===== src/rtl/unicode_transcoder_macros.svh =====
// Assertion macros shared by the transcoder RTL.
// Each macro checks on the rising edge of clk and is disabled while arst_n is low.
`ifndef UNICODE_TRANSCODER_MACROS_SVH
`define UNICODE_TRANSCODER_MACROS_SVH
`ifndef SYNTHESIS
`define UT_ASSERT(lbl, prop, msg) \
	lbl: assert property (@(posedge clk) disable iff (!arst_n) prop) else $error(msg);
`define UT_NEVER(lbl, expr, msg) \
	lbl: assert property (@(posedge clk) disable iff (!arst_n) !(expr)) else $error(msg);
`else
`define UT_ASSERT(lbl, prop, msg)
`define UT_NEVER(lbl, expr, msg)
`endif
`endif


===== src/rtl/ut_pkg.sv =====
// Shared types and constants of the Unicode transcoder.
// No dependencies; used by every module of the block.
`default_nettype none
package ut_pkg;

	localparam logic [1:0] ENC_BYTE  = 2'd0;
	localparam logic [1:0] ENC_UTF8  = 2'd1;
	localparam logic [1:0] ENC_UTF16 = 2'd2;
	localparam logic [1:0] ENC_UTF32 = 2'd3;

	localparam int CFG_IDX_W = 2;
	localparam logic [CFG_IDX_W-1:0] REG_SOURCE = 2'd0;
	localparam logic [CFG_IDX_W-1:0] REG_TARGET = 2'd1;

	localparam int QDEPTH = 2;
	localparam int QPTR_W = (QDEPTH > 1) ? $clog2(QDEPTH) : 1;
	localparam int QCNT_W = $clog2(QDEPTH + 1);

	typedef struct packed {
		logic [31:0] in_unit;
		logic        text_end;
	} ut_src_t;

	typedef struct packed {
		logic [31:0] out_unit;
		logic        run_last;
		logic        text_last;
	} ut_dst_t;

	// One complete code point, or a unit to be copied unchanged.
	typedef struct packed {
		logic [31:0] code;
		logic        copy;
		logic        text_end;
	} ut_entry_t;

endpackage
`default_nettype wire


===== src/rtl/unicode_transcoder.sv =====
// Top level of the Unicode transcoder: configuration registers and the
// front end, queue and back end. Depends on ut_pkg, ut_front, ut_queue, ut_back.
//
//   channel | direction | word                   | handshake
//   src     | in        | in_unit, text_end      | src_valid / src_ready
//   dst     | out       | out_unit, run_last,    | dst_valid / dst_ready
//           |           | text_last              |
//   cfg     | in        | cfg_index, cfg_data    | cfg_valid / cfg_ready
//
// A source word is decoded in the cycle it is accepted and a complete code point
// enters a two-entry queue; the back end sends one target word per cycle while dst
// is not stalled, and an item yields one to four target words.
// With the queue empty, a word is written into the queue and then into the output register before it is offered.
// Reset clears both encodings to single-byte and drops any pending sequence.
// src stalls only while the queue is full; dst back-pressure fills the queue.
`default_nettype none
module unicode_transcoder (
	input  wire logic                            clk,
	input  wire logic                            arst_n,
	input  wire logic                            src_valid,
	output logic                                 src_ready,
	input  wire ut_pkg::ut_src_t                 src_word,
	output logic                                 dst_valid,
	input  wire logic                            dst_ready,
	output ut_pkg::ut_dst_t                      dst_word,
	input  wire logic                            cfg_valid,
	output logic                                 cfg_ready,
	input  wire logic [ut_pkg::CFG_IDX_W-1:0]    cfg_index,
	input  wire logic [1:0]                      cfg_data
);
	import ut_pkg::*;

	logic [1:0] src_enc_q;
	logic [1:0] tgt_enc_q;
	logic       cfg_clear;
	logic       q_full;
	logic       push;
	ut_entry_t  push_data;
	logic       head_valid;
	ut_entry_t  head;
	logic       pop;

	assign cfg_ready = 1'b1;
	assign cfg_clear = cfg_valid && cfg_ready
		&& ((cfg_index == REG_SOURCE) || (cfg_index == REG_TARGET));

	always_ff @(posedge clk or negedge arst_n) begin
		if (!arst_n) begin
			src_enc_q <= ENC_BYTE;
			tgt_enc_q <= ENC_BYTE;
		end else if (cfg_valid && cfg_ready) begin
			unique case (cfg_index)
				REG_SOURCE: src_enc_q <= cfg_data;
				REG_TARGET: tgt_enc_q <= cfg_data;
				default:    src_enc_q <= src_enc_q;
			endcase
		end
	end

	ut_front u_front (
		.clk       (clk),
		.arst_n    (arst_n),
		.src_valid (src_valid),
		.src_ready (src_ready),
		.src_word  (src_word),
		.src_enc   (src_enc_q),
		.tgt_enc   (tgt_enc_q),
		.cfg_clear (cfg_clear),
		.q_full    (q_full),
		.push      (push),
		.push_data (push_data)
	);

	ut_queue u_queue (
		.clk        (clk),
		.arst_n     (arst_n),
		.push       (push),
		.push_data  (push_data),
		.full       (q_full),
		.head_valid (head_valid),
		.head       (head),
		.pop        (pop)
	);

	ut_back u_back (
		.clk        (clk),
		.arst_n     (arst_n),
		.head_valid (head_valid),
		.head       (head),
		.pop        (pop),
		.tgt_enc    (tgt_enc_q),
		.dst_valid  (dst_valid),
		.dst_ready  (dst_ready),
		.dst_word   (dst_word)
	);

endmodule
`default_nettype wire


===== src/rtl/ut_queue.sv =====
// Short queue of decoded code points between the front and back ends.
// Depends on ut_pkg for the entry type and depth.
`default_nettype none
`include "unicode_transcoder_macros.svh"
module ut_queue (
	input  wire logic              clk,
	input  wire logic              arst_n,
	input  wire logic              push,
	input  wire ut_pkg::ut_entry_t push_data,
	output logic                   full,
	output logic                   head_valid,
	output ut_pkg::ut_entry_t      head,
	input  wire logic              pop
);
	import ut_pkg::*;

	ut_entry_t          mem_q [QDEPTH];
	logic [QPTR_W-1:0]  wr_q;
	logic [QPTR_W-1:0]  rd_q;
	logic [QCNT_W-1:0]  cnt_q;

	assign full       = (cnt_q == QCNT_W'(QDEPTH));
	assign head_valid = (cnt_q != '0);
	assign head       = mem_q[rd_q];

	always_ff @(posedge clk) begin
		if (push) begin
			mem_q[wr_q] <= push_data;
		end
	end

	always_ff @(posedge clk or negedge arst_n) begin
		if (!arst_n) begin
			wr_q  <= '0;
			rd_q  <= '0;
			cnt_q <= '0;
		end else begin
			if (push) begin
				wr_q <= (wr_q == QPTR_W'(QDEPTH - 1)) ? '0 : wr_q + 1'b1;
			end
			if (pop) begin
				rd_q <= (rd_q == QPTR_W'(QDEPTH - 1)) ? '0 : rd_q + 1'b1;
			end
			case ({push, pop})
				2'b10:   cnt_q <= cnt_q + 1'b1;
				2'b01:   cnt_q <= cnt_q - 1'b1;
				default: cnt_q <= cnt_q;
			endcase
		end
	end

	`UT_NEVER(q_push_when_full, push && full && !pop, "word pushed into a full queue")
	`UT_NEVER(q_pop_when_empty, pop && !head_valid, "word popped from an empty queue")
	`UT_ASSERT(q_count_bound, cnt_q <= QCNT_W'(QDEPTH), "queue count beyond depth")

endmodule
`default_nettype wire


===== src/rtl/ut_front.sv =====
// Front end: accepts source units, gathers multi-unit sequences into code points.
// Depends on ut_pkg; feeds ut_queue.
`default_nettype none
`include "unicode_transcoder_macros.svh"
module ut_front (
	input  wire logic              clk,
	input  wire logic              arst_n,
	input  wire logic              src_valid,
	output logic                   src_ready,
	input  wire ut_pkg::ut_src_t   src_word,
	input  wire logic [1:0]        src_enc,
	input  wire logic [1:0]        tgt_enc,
	input  wire logic              cfg_clear,
	input  wire logic              q_full,
	output logic                   push,
	output ut_pkg::ut_entry_t      push_data
);
	import ut_pkg::*;

	logic [20:0] partial_q;
	logic [1:0]  left_q;
	logic [20:0] partial_d;
	logic [1:0]  left_d;
	logic [31:0] code;
	logic        done;
	logic        same;
	logic        accept;
	logic [7:0]  b;
	logic [15:0] w;
	logic [20:0] shifted;

	assign src_ready = !q_full;
	assign accept    = src_valid && src_ready;
	assign same      = (src_enc == tgt_enc);
	assign b         = src_word.in_unit[7:0];
	assign w         = src_word.in_unit[15:0];
	assign shifted   = {partial_q[14:0], b[5:0]};

	always_comb begin
		partial_d = partial_q;
		left_d    = left_q;
		code      = '0;
		done      = 1'b0;
		unique case (src_enc)
			ENC_BYTE: begin
				code = {24'd0, b};
				done = 1'b1;
			end
			ENC_UTF8: begin
				if (left_q != 2'd0) begin
					partial_d = shifted;
					left_d    = left_q - 1'b1;
					if (left_q == 2'd1) begin
						code      = {11'd0, shifted};
						partial_d = '0;
						done      = 1'b1;
					end
				end else if (!b[7]) begin
					code = {24'd0, b};
					done = 1'b1;
				end else if (b[5]) begin
					if (b[4]) begin
						partial_d = {18'd0, b[2:0]};
						left_d    = 2'd3;
					end else begin
						partial_d = {17'd0, b[3:0]};
						left_d    = 2'd2;
					end
				end else begin
					partial_d = {16'd0, b[4:0]};
					left_d    = 2'd1;
				end
			end
			ENC_UTF16: begin
				if (left_q != 2'd0) begin
					code      = 32'({partial_q[9:0], w[9:0]}) + 32'h0001_0000;
					partial_d = '0;
					left_d    = 2'd0;
					done      = 1'b1;
				end else if (w[15:10] == 6'b110110) begin
					partial_d = {11'd0, w[9:0]};
					left_d    = 2'd1;
				end else begin
					code = {16'd0, w};
					done = 1'b1;
				end
			end
			ENC_UTF32: begin
				code = src_word.in_unit;
				done = 1'b1;
			end
			default: begin
				code = '0;
				done = 1'b0;
			end
		endcase
		if (src_word.text_end) begin
			partial_d = '0;
			left_d    = 2'd0;
		end
	end

	always_comb begin
		push_data.text_end = src_word.text_end;
		push_data.copy     = same;
		if (same) begin
			case (src_enc)
				ENC_UTF32: push_data.code = src_word.in_unit;
				ENC_UTF16: push_data.code = {16'd0, w};
				default:   push_data.code = {24'd0, b};
			endcase
		end else begin
			push_data.code = code;
		end
	end

	assign push = accept && (same || done);

	always_ff @(posedge clk or negedge arst_n) begin
		if (!arst_n) begin
			partial_q <= '0;
			left_q    <= '0;
		end else if (cfg_clear) begin
			partial_q <= '0;
			left_q    <= '0;
		end else if (accept && !same) begin
			partial_q <= partial_d;
			left_q    <= left_d;
		end
	end

	`UT_ASSERT(fe_pending_utf8_only, src_enc != ENC_UTF8 |-> left_q <= 2'd1,
		"multi-unit count pending outside UTF-8 decoding")
	`UT_ASSERT(fe_end_clears, accept && src_word.text_end && !cfg_clear |=> left_q == 2'd0,
		"pending sequence survived the end of the text")

endmodule
`default_nettype wire


===== src/rtl/ut_back.sv =====
// Back end: encodes queued code points; sends one target unit per cycle
// while dst is not stalled. Depends on ut_pkg; drains ut_queue.
`default_nettype none
`include "unicode_transcoder_macros.svh"
module ut_back (
	input  wire logic              clk,
	input  wire logic              arst_n,
	input  wire logic              head_valid,
	input  wire ut_pkg::ut_entry_t head,
	output logic                   pop,
	input  wire logic [1:0]        tgt_enc,
	output logic                   dst_valid,
	input  wire logic              dst_ready,
	output ut_pkg::ut_dst_t        dst_word
);
	import ut_pkg::*;

	logic [31:0] u [4];
	logic [1:0]  last_idx;
	logic [1:0]  k_q;
	logic        emit;
	logic        at_last;
	logic [31:0] s;
	logic [31:0] c;
	logic        out_valid_q;
	ut_dst_t     out_q;

	assign c = head.code;
	assign s = c - 32'h0001_0000;

	always_comb begin
		u[0]     = c;
		u[1]     = '0;
		u[2]     = '0;
		u[3]     = '0;
		last_idx = 2'd0;
		if (head.copy) begin
			u[0] = c;
		end else begin
			unique case (tgt_enc)
				ENC_BYTE: u[0] = {24'd0, c[7:0]};
				ENC_UTF8: begin
					if (c[31:16] != '0) begin
						u[0]     = {24'd0, 5'b11110, c[20:18]};
						u[1]     = {24'd0, 2'b10, c[17:12]};
						u[2]     = {24'd0, 2'b10, c[11:6]};
						u[3]     = {24'd0, 2'b10, c[5:0]};
						last_idx = 2'd3;
					end else if (c[15:11] != '0) begin
						u[0]     = {24'd0, 4'b1110, c[15:12]};
						u[1]     = {24'd0, 2'b10, c[11:6]};
						u[2]     = {24'd0, 2'b10, c[5:0]};
						last_idx = 2'd2;
					end else if (c[10:7] != '0) begin
						u[0]     = {24'd0, 3'b110, c[10:6]};
						u[1]     = {24'd0, 2'b10, c[5:0]};
						last_idx = 2'd1;
					end
				end
				ENC_UTF16: begin
					if (c[31:16] != '0) begin
						u[0]     = {16'd0, 6'b110110, s[19:10]};
						u[1]     = {16'd0, 6'b110111, s[9:0]};
						last_idx = 2'd1;
					end
				end
				ENC_UTF32: u[0] = c;
				default:   u[0] = c;
			endcase
		end
	end

	assign emit    = head_valid && (!out_valid_q || dst_ready);
	assign at_last = (k_q == last_idx);
	assign pop     = emit && at_last;

	always_ff @(posedge clk) begin
		if (emit) begin
			out_q <= {u[k_q], at_last, at_last && head.text_end};
		end
	end

	always_ff @(posedge clk or negedge arst_n) begin
		if (!arst_n) begin
			k_q         <= '0;
			out_valid_q <= 1'b0;
		end else begin
			if (emit) begin
				k_q <= at_last ? 2'd0 : k_q + 1'b1;
			end
			if (emit) begin
				out_valid_q <= 1'b1;
			end else if (dst_ready) begin
				out_valid_q <= 1'b0;
			end
		end
	end

	assign dst_valid = out_valid_q;
	assign dst_word  = out_q;

	`UT_ASSERT(be_index_bound, head_valid |-> k_q <= last_idx,
		"unit index ran past the end of the run")
	`UT_ASSERT(be_idle_index, !head_valid |-> k_q == 2'd0,
		"unit index left mid-run with nothing queued")
	`UT_ASSERT(be_text_on_last, out_valid_q && !out_q.run_last |-> !out_q.text_last,
		"end of text marked on a word that does not close its run")

endmodule
`default_nettype wire


===== config.mk =====
export PLATFORM = sky130hd
export DESIGN_NAME = unicode_transcoder
export DESIGN_NICKNAME = d
export VERILOG_FILES = /design/src/rtl/ut_pkg.sv /design/src/rtl/unicode_transcoder.sv /design/src/rtl/ut_queue.sv /design/src/rtl/ut_front.sv /design/src/rtl/ut_back.sv
export VERILOG_INCLUDE_DIRS = /design/src /design/src/rtl
export SDC_FILE = /design/constraint.sdc
export NUM_CORES = 1
export LEC_CHECK = 0
export BUFFER_PORTS_ARGS = -buffer_cell sky130_fd_sc_hd__buf_2
export CAP_MARGIN = 20
export CORE_MARGIN = 5
export CORE_UTILIZATION = 50
export DETAILED_ROUTE_END_ITERATION = 10
export GPL_TIMING_DRIVEN = 0
export PLACE_DENSITY = 0.66
export SYNTH_ARGS = -nofsm -noshare
export SYNTH_HDL_FRONTEND = slang
export SYNTH_SLANG_ARGS = --single-unit

===== constraint.sdc =====
create_clock -name clk -period 4.45 [get_ports clk]
set_clock_uncertainty 0.15 [all_clocks]
set_input_delay 0.89 -clock clk [delete_from_list [all_inputs] [get_ports clk]]
set_output_delay 0.89 -clock clk [all_outputs]
set_load 0.1 [all_outputs]

== Word-level counts from Yosys, hierarchy flattened ==
Memory sizes are Yosys's and may differ from the RTL's.
Index checks and enable logic that the tools add are counted.

* Register bits after elaboration: 62
* Memory bits (writable): 68
* Bits of input ports: 42
* Output and inout bits: 37
* Word-level logic and storage cells: 131
* Memories: 1

* $add $sub $neg: 8
* $lt $le $gt $ge: 1
* Equal/unequal tests: 16
* Muxes and demuxes: 63
* Bitwise operators: 1
* Reduce and logical (&&, ||, !) cells: 29

{| class="wikitable"
|+ Memory list
! name !! depth !! bits a word !! read ports !! clocked after memory_dff !! write ports !! RTL line !! source
|-
| u_queue.mem_q || 2 || 34 || 1 || 0 || 1 || ut_queue.sv:17 || <nowiki>ut_entry_t mem_q [QDEPTH];</nowiki>
|}

{| class="wikitable"
|+ Operators by type and width
! operator !! number
|-
| $mux W64 || 4
|-
| $pmux W32 S4 || 2
|-
| $mux W32 || 6
|-
| $mux W96 || 2
|-
| $pmux W32 S2 || 2
|-
| $mux W15 || 8
|-
| $bmux W32 S2 || 1
|-
| $pmux W15 S2 || 1
|-
| $mux W2 || 12
|-
| $add A20 B17 Y21 const B || 1
|-
| $mux W21 || 1
|-
| $sub A20 B17 Y20 const B || 1
|-
| $mux W16 || 1
|-
| $mux W8 || 2
|-
| $reduce_bool A16 Y1 || 1
|-
| $mux W1 || 14
|-
| $eq A2 B2 Y1 const B || 6
|-
| $pmux W2 S2 || 3
|-
| $eq A2 B1 Y1 const B || 5
|-
| $reduce_bool A2 Y1 || 5
|-
| $reduce_bool A4 Y1 || 2
|-
| $logic_and A1 B1 Y1 || 7
|-
| $mux W7 || 1
|-
| $eq A6 B6 Y1 const B || 1
|-
| 18 further kinds || 29
|}

== Longest topological paths before layout ==
Gate-level depths: netlist of the first run.
An unclocked memory read counts as a cell.

* Word-level depth: 11
* Gate-level depth with buffers: 17
* Depth with buffers taken out: 13

== By module ==
A second synthesis of the first run with hierarchy kept.

* Cells, all modules: 659
* Area, all modules: 7440.9 sq um

{| class="wikitable"
|+ Modules (own cells, without submodules)
! module !! instances !! cells an instance !! area each (sq um) !! seq. area each (sq um)
|-
| ut_queue || 1 || 122 || 2791.4 || 2142.1
|-
| ut_back || 1 || 313 || 2705.1 || 1096.1
|-
| ut_front || 1 || 211 || 1751.7 || 425.4
|-
| unicode_transcoder || 1 || 13 || 192.7 || 100.1
|}

== Worst setup path after synthesis of the first run ==
No wires, ideal clock.

* Path type: input -> register
* Start: input src_word[13] (netlist name)
* End: memory u_queue.mem_q[0][0] (netlist name) (enable)
* Library setup time: 0.425 ns
* Arrival: 3.340 ns
* Required time: 3.875 ns
* Path slack: 0.535 ns
* Stages on the path: 6
* Buffers on the path: 0
* Cells stage by stage: nor4bb_1 > and3_1 > a21o_1 > a21oi_1 > o311ai_0 > nor2_1

* Cells in the longest elaborated chain, start to end: 8

{| class="wikitable"
|+ RTL lines
! element !! RTL line !! source
|-
| from (decl) || unicode_transcoder.sv:22 || <nowiki>input wire ut_pkg::ut_src_t src_word,</nowiki>
|-
| $eq A6 B6 Y1 || ut_front.sv:80 || <nowiki>end else if (w[15:10] == 6'b110110) begin</nowiki>
|-
| $mux W1 || ut_front.sv:80 ||
|-
| $mux W1 || ut_front.sv:75 || <nowiki>if (left_q != 2'd0) begin</nowiki>
|-
| $pmux W1 S3 || ut_front.sv:44 || <nowiki>unique case (src_enc)</nowiki>
|-
| $logic_or A1 B1 Y1 || ut_front.sv:117 || <nowiki>assign push = accept && (same || done);</nowiki>
|-
| $logic_and A1 B1 Y1 || ut_front.sv:117 ||
|-
| $mux W1 || ut_queue.sv:27 || <nowiki>if (push) begin</nowiki>
|-
| $mux W1 (not written as such) || ut_queue.sv:28 || <nowiki>mem_q[wr_q] <= push_data;</nowiki>
|-
| to (decl) || ut_queue.sv:17 ||
|}

Every way passes these cells.

== Final worst setup path of the first run ==
* Start: register u_queue.rd_q
* End: register u_queue.cnt_q[1]

* Cells in the longest elaborated chain, start to end: 11
* Elaborated cells on any way between the ends: 16
* Those cells by class: eq/ne (3); mux (7); reduce/logical (5); memory (1)

{| class="wikitable"
|+ RTL lines
! element !! RTL line !! source
|-
| from (decl) || ut_queue.sv:19 || <nowiki>logic [QPTR_W-1:0] rd_q;</nowiki>
|-
| from (signal assigned) || ut_queue.sv:42 || <nowiki>rd_q <= (rd_q == QPTR_W'(QDEPTH - 1)) ? '0 : rd_q + 1'b1;</nowiki>
|-
| $mem_v2 Z2 W34 * || - ||
|-
| $reduce_bool A4 Y1 || ut_back.sv:54 || <nowiki>end else if (c[10:7] != '0) begin</nowiki>
|-
| $mux W1 || ut_back.sv:54 ||
|-
| $mux W2 || ut_back.sv:49 || <nowiki>end else if (c[15:11] != '0) begin</nowiki>
|-
| $mux W2 || ut_back.sv:43 || <nowiki>if (c[31:16] != '0) begin</nowiki>
|-
| $pmux W2 S2 || ut_back.sv:40 || <nowiki>unique case (tgt_enc)</nowiki>
|-
| $mux W2 * || ut_back.sv:37 || <nowiki>if (head.copy) begin</nowiki>
|-
| $eq A2 B2 Y1 * || ut_back.sv:74 || <nowiki>assign at_last = (k_q == last_idx);</nowiki>
|-
| $logic_and A1 B1 Y1 * || ut_back.sv:75 || <nowiki>assign pop = emit && at_last;</nowiki>
|-
| named net pop || unicode_transcoder.sv:41 || <nowiki>logic pop;</nowiki>
|-
| $eq A2 B1 Y1 / $eq A2 B2 Y1 (equally long branches) || ut_queue.sv:44 || <nowiki>case ({push, pop})</nowiki>
|-
| $pmux W2 S2 / $reduce_bool A2 Y1 (equally long branches) || - ||
|-
| to (signal assigned) || ut_queue.sv:45 || <nowiki>2'b10: cnt_q <= cnt_q + 1'b1;</nowiki>
|-
| to (signal assigned) || ut_queue.sv:46 || <nowiki>2'b01: cnt_q <= cnt_q - 1'b1;</nowiki>
|-
| to (signal assigned) || ut_queue.sv:47 || <nowiki>default: cnt_q <= cnt_q;</nowiki>
|-
| to (decl) || ut_queue.sv:20 || <nowiki>logic [QCNT_W-1:0] cnt_q;</nowiki>
|}

The timed path passes the listed nets; every way through them passes the cells marked *.
A chain may end at the register's enable or synchronous reset.

==> results of run 1 <==
==> logic make-up after synthesis <==
family                   after synthesis  share of synthesized area
multiplexers                          52                     0.0767
AND/OR/NAND/NOR                      210                      0.144
buffers and inverters                 63                     0.0374
other                                  1                   0.000531
flip-flops                           130                      0.533
adder cells (fa/ha/maj)               11                     0.0195
AO/OA/AOI/OAI                        181                      0.175
XOR/XNOR                              11                     0.0136
==> critical path, stage by stage, from the launching register on <==
cell and delay, ns:
dfrtp_2 0.45, buf_4 0.24, buf_4 0.24, buf_6 0.21, mux2i_4 0.32, ha_1 0.25, nor4bb_2 0.33, nand2_1 0.15
a211oi_2 0.27, buf_4 0.24, a211oi_1 0.17, mux2i_1 0.30, o221ai_2 0.15, inv_1 0.11, ha_1 0.25, nor2_1 0.14
xor2_1 0.16
==> layout make-up <==
type | count | area (sq um)
inverter | 23 | 86.3
timing repair buffer | 83 | 479
multi-input combinational | 466 | 3080
fill | 1152 | 5380
clock inverter | 15 | 251
buffer | 40 | 186
clock buffer | 17 | 425
tap | 180 | 225
sequential | 130 | 3760
==> sequential cells by signal, indices dropped and copies added (netlist names) <==
name,cells
u_back.dst_valid,1
u_queue.rd_q,1
u_queue.cnt_q,2
u_front.partial_q,15
tgt_enc_q,2
src_enc_q,2
u_queue.wr_q,1
u_queue.mem_q,68
u_back.dst_word,34
u_front.left_q,2
u_back.k_q,2
==> what timing repair did <==
| item | in CTS | in global routing |
|---|---|---|
| endpoints found under the setup margin | 27 | 2 |
| buffers inserted | 1 | 1 |
| pin swaps | 1 | 0 |
| resized for setup | 6 | 4 |
| gates cloned | 0 | 0 |
==> report_power, final <==
part | internal [mW] | switching (mW) | total [mW]
logic | 0.813 | 2.51 | 3.32
clock network | 1.06 | 0.556 | 1.62
registers | 1.78 | 0.160 | 1.94
total | 3.65 | 3.23 | 6.88
==> final timing paths <==
check,from,to
worst max register to register,u_queue.rd_q$_DFFE_PN0P_,u_queue.cnt_q[1]$_DFFE_PN0P_
max in group asynchronous,arst_n,u_queue.rd_q$_DFFE_PN0P_
worst min-delay path,u_back.dst_valid$_DFFE_PN0P_,u_back.dst_valid$_DFFE_PN0P_
worst min register to register,u_back.dst_valid$_DFFE_PN0P_,u_back.dst_valid$_DFFE_PN0P_
worst max-delay path,u_queue.rd_q$_DFFE_PN0P_,u_queue.cnt_q[1]$_DFFE_PN0P_
min in group asynchronous,arst_n,src_enc_q[0]$_DFFE_PN0P_
==> stage by stage <==
stage | setup WS, ns | cells | total power, mW
3_3_place_gp | -0.514 | 916 | 5.12
4_1_cts | 0.0122 | 953 | 6.86
3_5_place_dp | -0.614 | 920 | 5.21
6_report | 0.247 | 954 | 6.88
5_1_grt | 0.0121 | 954 | 7.16
2_1_floorplan | 0.535 | 659 | 4.42
==> Yosys cell counts, types with 12 or more instances <==
master	n
edfxtp_1	102
clkbuf_1	25
a21oi_1	39
a22oi_1	14
o21ai_0	43
inv_1	22
mux2_2	17
mux2i_1	35
nand3_1	22
nand2_1	43
dfrtp_1	28
nor2_1	67
nor3_1	12
and2_1	19
==> layer usage <==
metal | vias to the layer above | track usage | share of wire
met5 | - | 0 | 0
met4 | 0 | 0.116 | 0.038
met3 | 57 | 0.0598 | 0.074
met2 | 297 | 0.389 | 0.47
met1 | 2776 | 0.325 | 0.42
li1 | 2701 | - | -
==> metrics.txt, run 1 <==
outcome finished clean; Area after DPL just under 8000 sq um; Worst setup EP type flop; Worst-path clk slew 0.06 ns; Hold Buf Count CTS 0; post-synthesis sequential area ratio 0.533; flop2flop setup slack 0.25 ns; Critical Path RT 4.64 ns; core area between 10000 and 15000 sq um; synth unique cells between 60 and 70; prevailing post-synth register cell edfxtp_1; DRT antenna net count 0; Starting Density 0.509; clk buf depth 2; die width 129 um; final instance area between 8000 and 9000 sq um; RSZ-0062 raised after global routing false; commonest non-fill, non-tap cell in the layout edfxtp_1; Max FO, Critical Path 10; final period utilization 0.944; PD cells roughly 810 nW/um^2; WL final 20000 um; Clock Sinks 130; final worst path period need 4.20 ns; setup TNS 0 ns; Rel. slew slack 0.301; share of layout cells above drive strength 1 0.213; TritonCTS Buffers 17; DR vias 5831; post-synth top area share 0.434; IO Port Bufs 77; Fin Hold WS 0.339 ns; R2R cell count 16; Slew Limit Fails 0; Pleak about 3.3 nW; Antenna diodes 0; Synth async-reset ratio 0.215; wire per inst 21.0 um; routability congestion estimate 0.993; Area contributors post-synth edfxtp_1 (43%), dfrtp_1 (9.9%), mux2i_1 (5.0%); actual slew at the worst max-slew pin ~1.0 ns; grt ovf 0; pin count of the biggest net entering global routing 30; maxcap violations 0; Synth Instances 659; GR Util All Layers 0.248; Post-synth EDFFs 102; CTS tree built; first-pass GRT wire length 31500 um; root buffer cell clkbuf_16; maximum VDD drop 0.000277 V; Final setup viols 0; Vias/cell around 6.1; min-delay worst type flop to flop; DIE HEIGHT roughly 130 um; Mapped Area 7060 sq um; FF+latch count, synth 130; DRC 0; Max Clk Rate 0.238 GHz; Layout area overhead 20.3%; Post-Syn Nets 712; clock latency on the worst-skew pair around 0.42 ns; DR pass1 iterations 5; crit path DAT approximately 4.4 ns; Crit Path Category flop to flop; initial DRC count between 600 and 700; Yosys top cell by area edfxtp_1; Worst setup SP type flop; most frequent cells in the layout edfxtp_1 (102), buf_2 (85), nor2_1 (65), nand2_1 (43), o21ai_0 (43); Hold Vio Cnt, Final 0; fin nets 814; yosys warns 0; DIE AREA between 15000 and 20000 sq um; Final Core Density 0.612; DP HPWL 14700 um; hold depth 2; Post-Syn Area per Cell 10.7 sq um; IO Pins 79; CTS H-tree depth 4; row cnt 43; antenna violations before repair 0; vias in the first global route ~5800
(Power assumes the default switching activity.)
==> run 2: changes to the inputs <==
--- a/config.mk
+++ b/config.mk
@@ -10,6 +10,7 @@
 export CAP_MARGIN = 20
 export CORE_MARGIN = 5
 export CORE_UTILIZATION = 50
+export CTS_BUF_LIST = sky130_fd_sc_hd__clkbuf_4 sky130_fd_sc_hd__clkbuf_8
 export DETAILED_ROUTE_END_ITERATION = 10
 export GPL_TIMING_DRIVEN = 0
 export PLACE_DENSITY = 0.66
==> run 2 against run 1 <==
  * Critical path depth down 1
  * Non-clock buffer count unchanged
  * Worst hold slack worse by 0.020 ns
  * Register-to-register slack got worse by 0.08 ns
==> metrics.txt, run 2 (synthesis gave the netlist of run 1 again) <==
commonest non-fill, non-tap cell in the layout edfxtp_1 (unchanged); outcome finished clean (unchanged); Final setup viols 0 (unchanged); DRT antenna net count 0 (unchanged); R2R cell count 15 (was 16); Crit Path Category flop to flop (unchanged); DP HPWL 14700 um (unchanged); Worst setup EP type flop (unchanged); Layout area overhead 17.6% (was 20.3%); crit path DAT 4.51 ns (was 4.39 ns); pin count of the biggest net entering global routing 30 (unchanged); share of layout cells above drive strength 1 0.213 (unchanged); flop2flop setup slack 0.16 ns (was 0.25 ns); Max FO, Critical Path 10 (unchanged); Slew Limit Fails 0 (unchanged); DIE HEIGHT 129 um (unchanged); antenna violations before repair 0 (unchanged); TritonCTS Buffers 17 (unchanged); root buffer cell clkbuf_8 (was clkbuf_16); clk buf depth 2 (unchanged); CTS H-tree depth 4 (unchanged); IO Port Bufs 77 (unchanged); Rel. slew slack 0.303 (was 0.301); Area after DPL 7760 sq um (unchanged); DR pass1 iterations 6 (was 5); number of flip-flops under the largest register name 68 (unchanged); Fin Hold WS 0.320 ns (was 0.339 ns); clock latency on the worst-skew pair 0.46 ns (was 0.42 ns); WL final 19900 um (was 20000 um); Vias/cell 6.10 (was 6.11); final period utilization 0.963 (was 0.944); first-pass GRT wire length 31200 um (was 31500 um); vias in the first global route 5781 (was 5798); maximum VDD drop 0.000330 V (was 0.000277 V); DRC 0 (unchanged); Worst setup SP type flop (unchanged); DR vias 5822 (was 5831); DIE AREA 16600 sq um (unchanged); IO Pins 79 (unchanged); final worst path period need 4.29 ns (was 4.20 ns); Reg with most FFs u_queue.mem_q (unchanged); initial DRC count 563 (was 614); GR Util All Layers 0.244 (was 0.248); CTS tree built (unchanged); Clock Sinks 130 (unchanged); fin nets 814 (unchanged); most frequent cells in the layout edfxtp_1 (102), buf_2 (85), nor2_1 (65), nand2_1 (43), o21ai_0 (43) (unchanged); Reg-to-Reg End u_queue.cnt_q[1]$_DFFE_PN0P_ (unchanged); final instance area 8310 sq um (was 8500 sq um); Hold Vio Cnt, Final 0 (unchanged); min-delay worst type primary input to async pin (was flop to flop); die width 129 um (unchanged); Worst-path clk slew 0.08 ns (was 0.06 ns); maxcap violations 0 (unchanged); Antenna diodes 0 (unchanged); RSZ-0062 raised after global routing false (unchanged); core area 13900 sq um (unchanged); grt ovf 0 (unchanged); wire per inst 20.8 um (was 21.0 um); PD cells 783 nW/um^2 (was 810 nW/um^2); row cnt 43 (unchanged); Pleak 3.21 nW (was 3.29 nW); routability congestion estimate 0.993 (unchanged); actual slew at the worst max-slew pin 1.04 ns (about the same); Critical Path RT 4.67 ns (was 4.64 ns); Starting Density 0.509 (unchanged); Max Clk Rate 0.233 GHz (was 0.238 GHz); worst reg2reg path startpoint u_queue.rd_q$_DFFE_PN0P_ (unchanged)
[run 2: cell count changes in the layout (fill, tap and decap cells not counted)]
cell / delta
clkbuf_16: -17
clkbuf_8: +17
[run 2: timing repair]
item | 4_1_cts | 5_1_grt
gates cloned | 0 | 0
pin swaps | 1 | 0
setup buffers | 1 | 1
resized for setup | 6 | 4
endpoints found under the setup margin | 26 | 2
hold buffers | 0 | 0
[run 2: final cells by class]
type | instances | area (sq um)
tap | 180 | 225
inverter | 23 | 86.3
sequential | 130 | 3760
fill | 1173 | 5580
timing repair buffer | 83 | 479
clock buffer | 17 | 234
multi-input combinational | 466 | 3080
buffer | 40 | 186
clock inverter | 15 | 251
[run 2: how the worst max path moves through the flow]
stage | start | end | cells past startpoint
5_1_grt | u_queue.rd_q$_DFFE_PN0P_ | u_queue.cnt_q[1]$_DFFE_PN0P_ | 16
4_1_cts | u_queue.rd_q$_DFFE_PN0P_ | u_queue.cnt_q[1]$_DFFE_PN0P_ | 16
3_5_place_dp | u_queue.rd_q$_DFFE_PN0P_ | u_queue.cnt_q[1]$_DFFE_PN0P_ | 15
6_report | u_queue.rd_q$_DFFE_PN0P_ | u_queue.cnt_q[1]$_DFFE_PN0P_ | 15
3_3_place_gp | u_queue.rd_q$_DFFE_PN0P_ | u_queue.cnt_q[1]$_DFFE_PN0P_ | 15
2_1_floorplan | src_word[13] | u_queue.mem_q[0][0]$_DFFE_PP_ | 6
[run 2: layer usage]
metal  track usage  up-vias  wire length [um]
li1              -     2700                 -
met1         0.320     2773              8300
met2         0.389      287              9310
met3        0.0469       62              1530
met4         0.119        0               722
met5             0        -                 0
[run 2: stage by stage]
stage / total power, mW / util / std cells / TNS (ns) / worst slack, ns
after floorplan: 4.42 / - / 659 / 0 / 0.535
after global placement: 5.12 / 0.553 / 916 / -26.85 / -0.514
after detailed placement: 5.21 / 0.559 / 920 / -2.77 / -0.614
after CTS: 6.47 / 0.597 / 953 / 0 / 0.0130
after global routing: 6.76 / 0.598 / 954 / 0 / 0.00244
final: 6.50 / 0.598 / 954 / 0 / 0.164
[run 2: worst max-delay path: stages, from the launching register on]
cell and delay [ns]:
dfrtp_2 0.46, buf_4 0.24, buf_4 0.24, mux2i_2 0.50, ha_1 0.30, nor4bb_2 0.35
nand2_1 0.16, a211oi_2 0.27, buf_4 0.24, a211oi_1 0.18, mux2i_1 0.21, o221ai_2 0.21
inv_1 0.08, ha_1 0.30, nor2_1 0.14, xor2_1 0.16
[run 2: report_power, final]
part	switching, mW	leakage (nW)	internal, mW
clock network	0.506	0.241	0.732
registers	0.159	1.34	1.78
logic	2.51	1.62	0.814
==> run 3: changes to the inputs <==
--- a/config.mk
+++ b/config.mk
@@ -12,7 +12,6 @@
 export CORE_UTILIZATION = 50
 export CTS_BUF_LIST = sky130_fd_sc_hd__clkbuf_4 sky130_fd_sc_hd__clkbuf_8
 export DETAILED_ROUTE_END_ITERATION = 10
-export GPL_TIMING_DRIVEN = 0
 export PLACE_DENSITY = 0.66
 export SYNTH_ARGS = -nofsm -noshare
 export SYNTH_HDL_FRONTEND = slang
==> constraint.sdc (replaced) <==
create_clock -name clk -period 5.35 [get_ports clk]
set_clock_uncertainty 0.15 [all_clocks]
set_input_delay 1.07 -clock clk [delete_from_list [all_inputs] [get_ports clk]]
set_output_delay 1.07 -clock clk [all_outputs]
set_load 0.1 [all_outputs]
==> run 3 against run 2 <==
  * Wire length down 6.7%
  * Clock power down 40%
  * Flip-flop and latch count unchanged
  * Register-to-register slack better by 0.98 ns
  * Combinational power down 22%
  * Sequential power down 15%
  * Setup slack better by 0.98 ns
  * Total power down 23%
  * Maximum frequency up 2.0%
  * Cell count down 3.4%
  * Sequential share of layout area up 2.0 points
  * Non-clock buffer count down 31
==> metrics.txt, run 3 (synthesis gave the netlist of run 1 again) <==
R2R cell count 12 (was 15); DR pass1 iterations 5 (was 6); Hold Vio Cnt, Final 0 (unchanged); DIE HEIGHT 129 um (unchanged); Clock Sinks 130 (unchanged); Antenna diodes 0 (unchanged); Max FO, Critical Path 13 (was 10); crit path max-delay cell type a2111oi_0 (was mux2i_2); Crit Path Category flop to flop (unchanged); row cnt 43 (unchanged); TritonCTS Buffers 17 (unchanged); Critical Path RT 5.57 ns (was 4.67 ns); initial DRC count 555 (was 563); Worst setup SP type flop (unchanged); CP peak stage delay 0.91 ns (was 0.50 ns); grt ovf 0 (unchanged); final period utilization 0.786 (was 0.963); fin nets 783 (was 814); Final setup viols 0 (unchanged); maxcap violations 0 (unchanged); DRC 0 (unchanged); Reg-to-Reg End u_queue.cnt_q[1]$_DFFE_PN0P_ (unchanged); setup TNS 0 ns (unchanged); WL final 18500 um (was 19900 um); Worst-path clk slew 0.07 ns (was 0.08 ns); CTS-repair resized insts 0 (was 6); DR vias 5646 (was 5822); wire per inst 20.1 um (was 20.8 um); Starting Density 0.509 (unchanged); worst min-delay path startpoint u_back.dst_valid$_DFFE_PN0P_; cells along the critical path mux2i_1 -> ha_1 -> nor4b_1 -> nand2_1 -> a2111oi_0 -> a211oi_1 -> mux2i_1 -> o221ai_2 -> inv_1 -> ha_1 -> nor2_1 -> xor2_1 (was buf_4 -> buf_4 -> mux2i_2 -> ha_1 -> nor4bb_2 -> nand2_1 -> a211oi_2 -> buf_4 -> a211oi_1 -> mux2i_1 -> o221ai_2 -> inv_1 -> ha_1 -> nor2_1 -> xor2_1); DRT antenna net count 0 (unchanged); most frequent cells in the layout edfxtp_1 (102), buf_2 (77), nor2_1 (65), nand2_1 (43), o21ai_0 (43) (was edfxtp_1 (102), buf_2 (85), nor2_1 (65), nand2_1 (43), o21ai_0 (43)); CTS tree built (unchanged); hold depth 2; Area after DPL 7600 sq um (was 7760 sq um); core area 13900 sq um (unchanged); maximum VDD drop 0.000258 V (was 0.000330 V); crit path DAT 4.42 ns (was 4.51 ns); DP HPWL 13400 um (was 14700 um); Worst Hold Path EP u_back.dst_valid$_DFFE_PN0P_; die width 129 um (unchanged); DIE AREA 16600 sq um (unchanged); IO Pins 79 (unchanged); pin count of the biggest net entering global routing 41 (was 30); clock latency on the worst-skew pair 0.45 ns (was 0.46 ns); worst reg2reg path startpoint u_queue.rd_q$_DFFE_PN0P_ (unchanged); RSZ-0062 raised after global routing false (unchanged); Worst setup EP type flop (unchanged); outcome finished clean (unchanged); IO Port Bufs 77 (unchanged); Rel. slew slack 0.331 (was 0.303); actual slew at the worst max-slew pin 0.978 ns (was 1.04 ns); min-delay worst type flop to flop (was primary input to async pin); Fin Hold WS 0.346 ns (was 0.320 ns); root buffer cell clkbuf_8 (unchanged); flop2flop setup slack 1.15 ns (was 0.16 ns); antenna violations before repair 0 (unchanged); Max Clk Rate 0.238 GHz (was 0.233 GHz); Vias/cell 6.12 (was 6.10); Slew Limit Fails 0 (unchanged); share of layout cells above drive strength 1 0.208 (was 0.213); commonest non-fill, non-tap cell in the layout edfxtp_1 (unchanged); GR Util All Layers 0.230 (was 0.244); routability congestion estimate 0.980 (was 0.993); Reg with most FFs u_queue.mem_q (unchanged); clk buf depth 2 (unchanged); Hold Buf Count CTS 0 (unchanged); final worst path period need 4.20 ns (was 4.29 ns); post-CTS setup repair buffer count 0 (was 1); final instance area 7960 sq um (was 8310 sq um); vias in the first global route 5473 (was 5781); CTS H-tree depth 4 (unchanged); first-pass GRT wire length 29200 um (was 31200 um); Pleak 3.09 nW (was 3.21 nW); Layout area overhead 12.7% (was 17.6%); number of flip-flops under the largest register name 68 (unchanged); PD cells 627 nW/um^2 (was 783 nW/um^2)
## run 3: cell types whose count changed in the layout (fill, tap and decap cells not counted), moves of 2 or more
cell / previous run / this run
clkinv_2: 1 / 5
buf_2: 85 / 77
bufinv_16: 6 / 1
clkbuf_4: 0 / 3
nor2_2: 0 / 2
nor2_4: 2 / 0
clkbuf_1: 25 / 0
buf_12: 2 / 0
inv_6: 4 / 2
buf_4: 7 / 14
mux2i_1: 33 / 35
## run 3: metrics by stage
step	cells	setup WS (ns)	utilization	power [mW]
floorplan	659	1.25	-	3.68
global placement	889	1.46	0.547	4.23
detailed placement	889	1.18	0.547	4.24
CTS	920	1.15	0.572	5.00
global route	922	0.985	0.573	5.24
finish	922	1.15	0.573	4.99
## run 3: power breakdown
group	internal (mW)	switching, mW	leakage, nW
registers	1.48	0.167	1.34
clock network	0.375	0.375	0.186
logic	0.614	1.98	1.56
total	2.47	2.52	3.09
## run 3: worst max path at each step
stage | startpoint | slack, ns | to
6_report | u_queue.rd_q$_DFFE_PN0P_ | 1.15 | u_queue.cnt_q[1]$_DFFE_PN0P_
5_1_grt | u_queue.rd_q$_DFFE_PN0P_ | 0.98 | u_queue.cnt_q[1]$_DFFE_PN0P_
4_1_cts | u_queue.rd_q$_DFFE_PN0P_ | 1.15 | u_queue.cnt_q[1]$_DFFE_PN0P_
3_5_place_dp | u_queue.rd_q$_DFFE_PN0P_ | 1.18 | u_queue.cnt_q[1]$_DFFE_PN0P_
3_3_place_gp | u_queue.rd_q$_DFFE_PN0P_ | 1.46 | u_queue.cnt_q[1]$_DFFE_PN0P_
2_1_floorplan | src_word[13] | 1.25 | u_queue.mem_q[0][0]$_DFFE_PP_
## run 3: area by class of cell
| class | count | area, sq um |
|---|---|---|
| Fill cell | 1177 | 5930 |
| Multi-Input combinational cell | 466 | 3040 |
| Timing Repair Buffer | 92 | 495 |
| Tap cell | 180 | 225 |
| Clock buffer | 20 | 256 |
| Clock inverter | 11 | 88.8 |
| Sequential cell | 130 | 3760 |
| Inverter | 23 | 86.3 |
## run 3: routing by layer
metal | global-route usage | vias to the layer above | routed length [um]
met5 | 0 | - | 0
met3 | 0.0511 | 62 | 1400
met2 | 0.354 | 284 | 8460
li1 | - | 2626 | -
met1 | 0.312 | 2674 | 8000
met4 | 0.104 | 0 | 652
## run 3: worst max-delay path: cells and delay by family (launching register included)
family	cells	cell delay (ns)
compound gates	3	1.29
xor+xnor	1	0.17
fa+ha+maj	2	0.60
buf+inv	1	0.07
flops	1	0.56
mux	2	0.67
simple gates	3	0.61
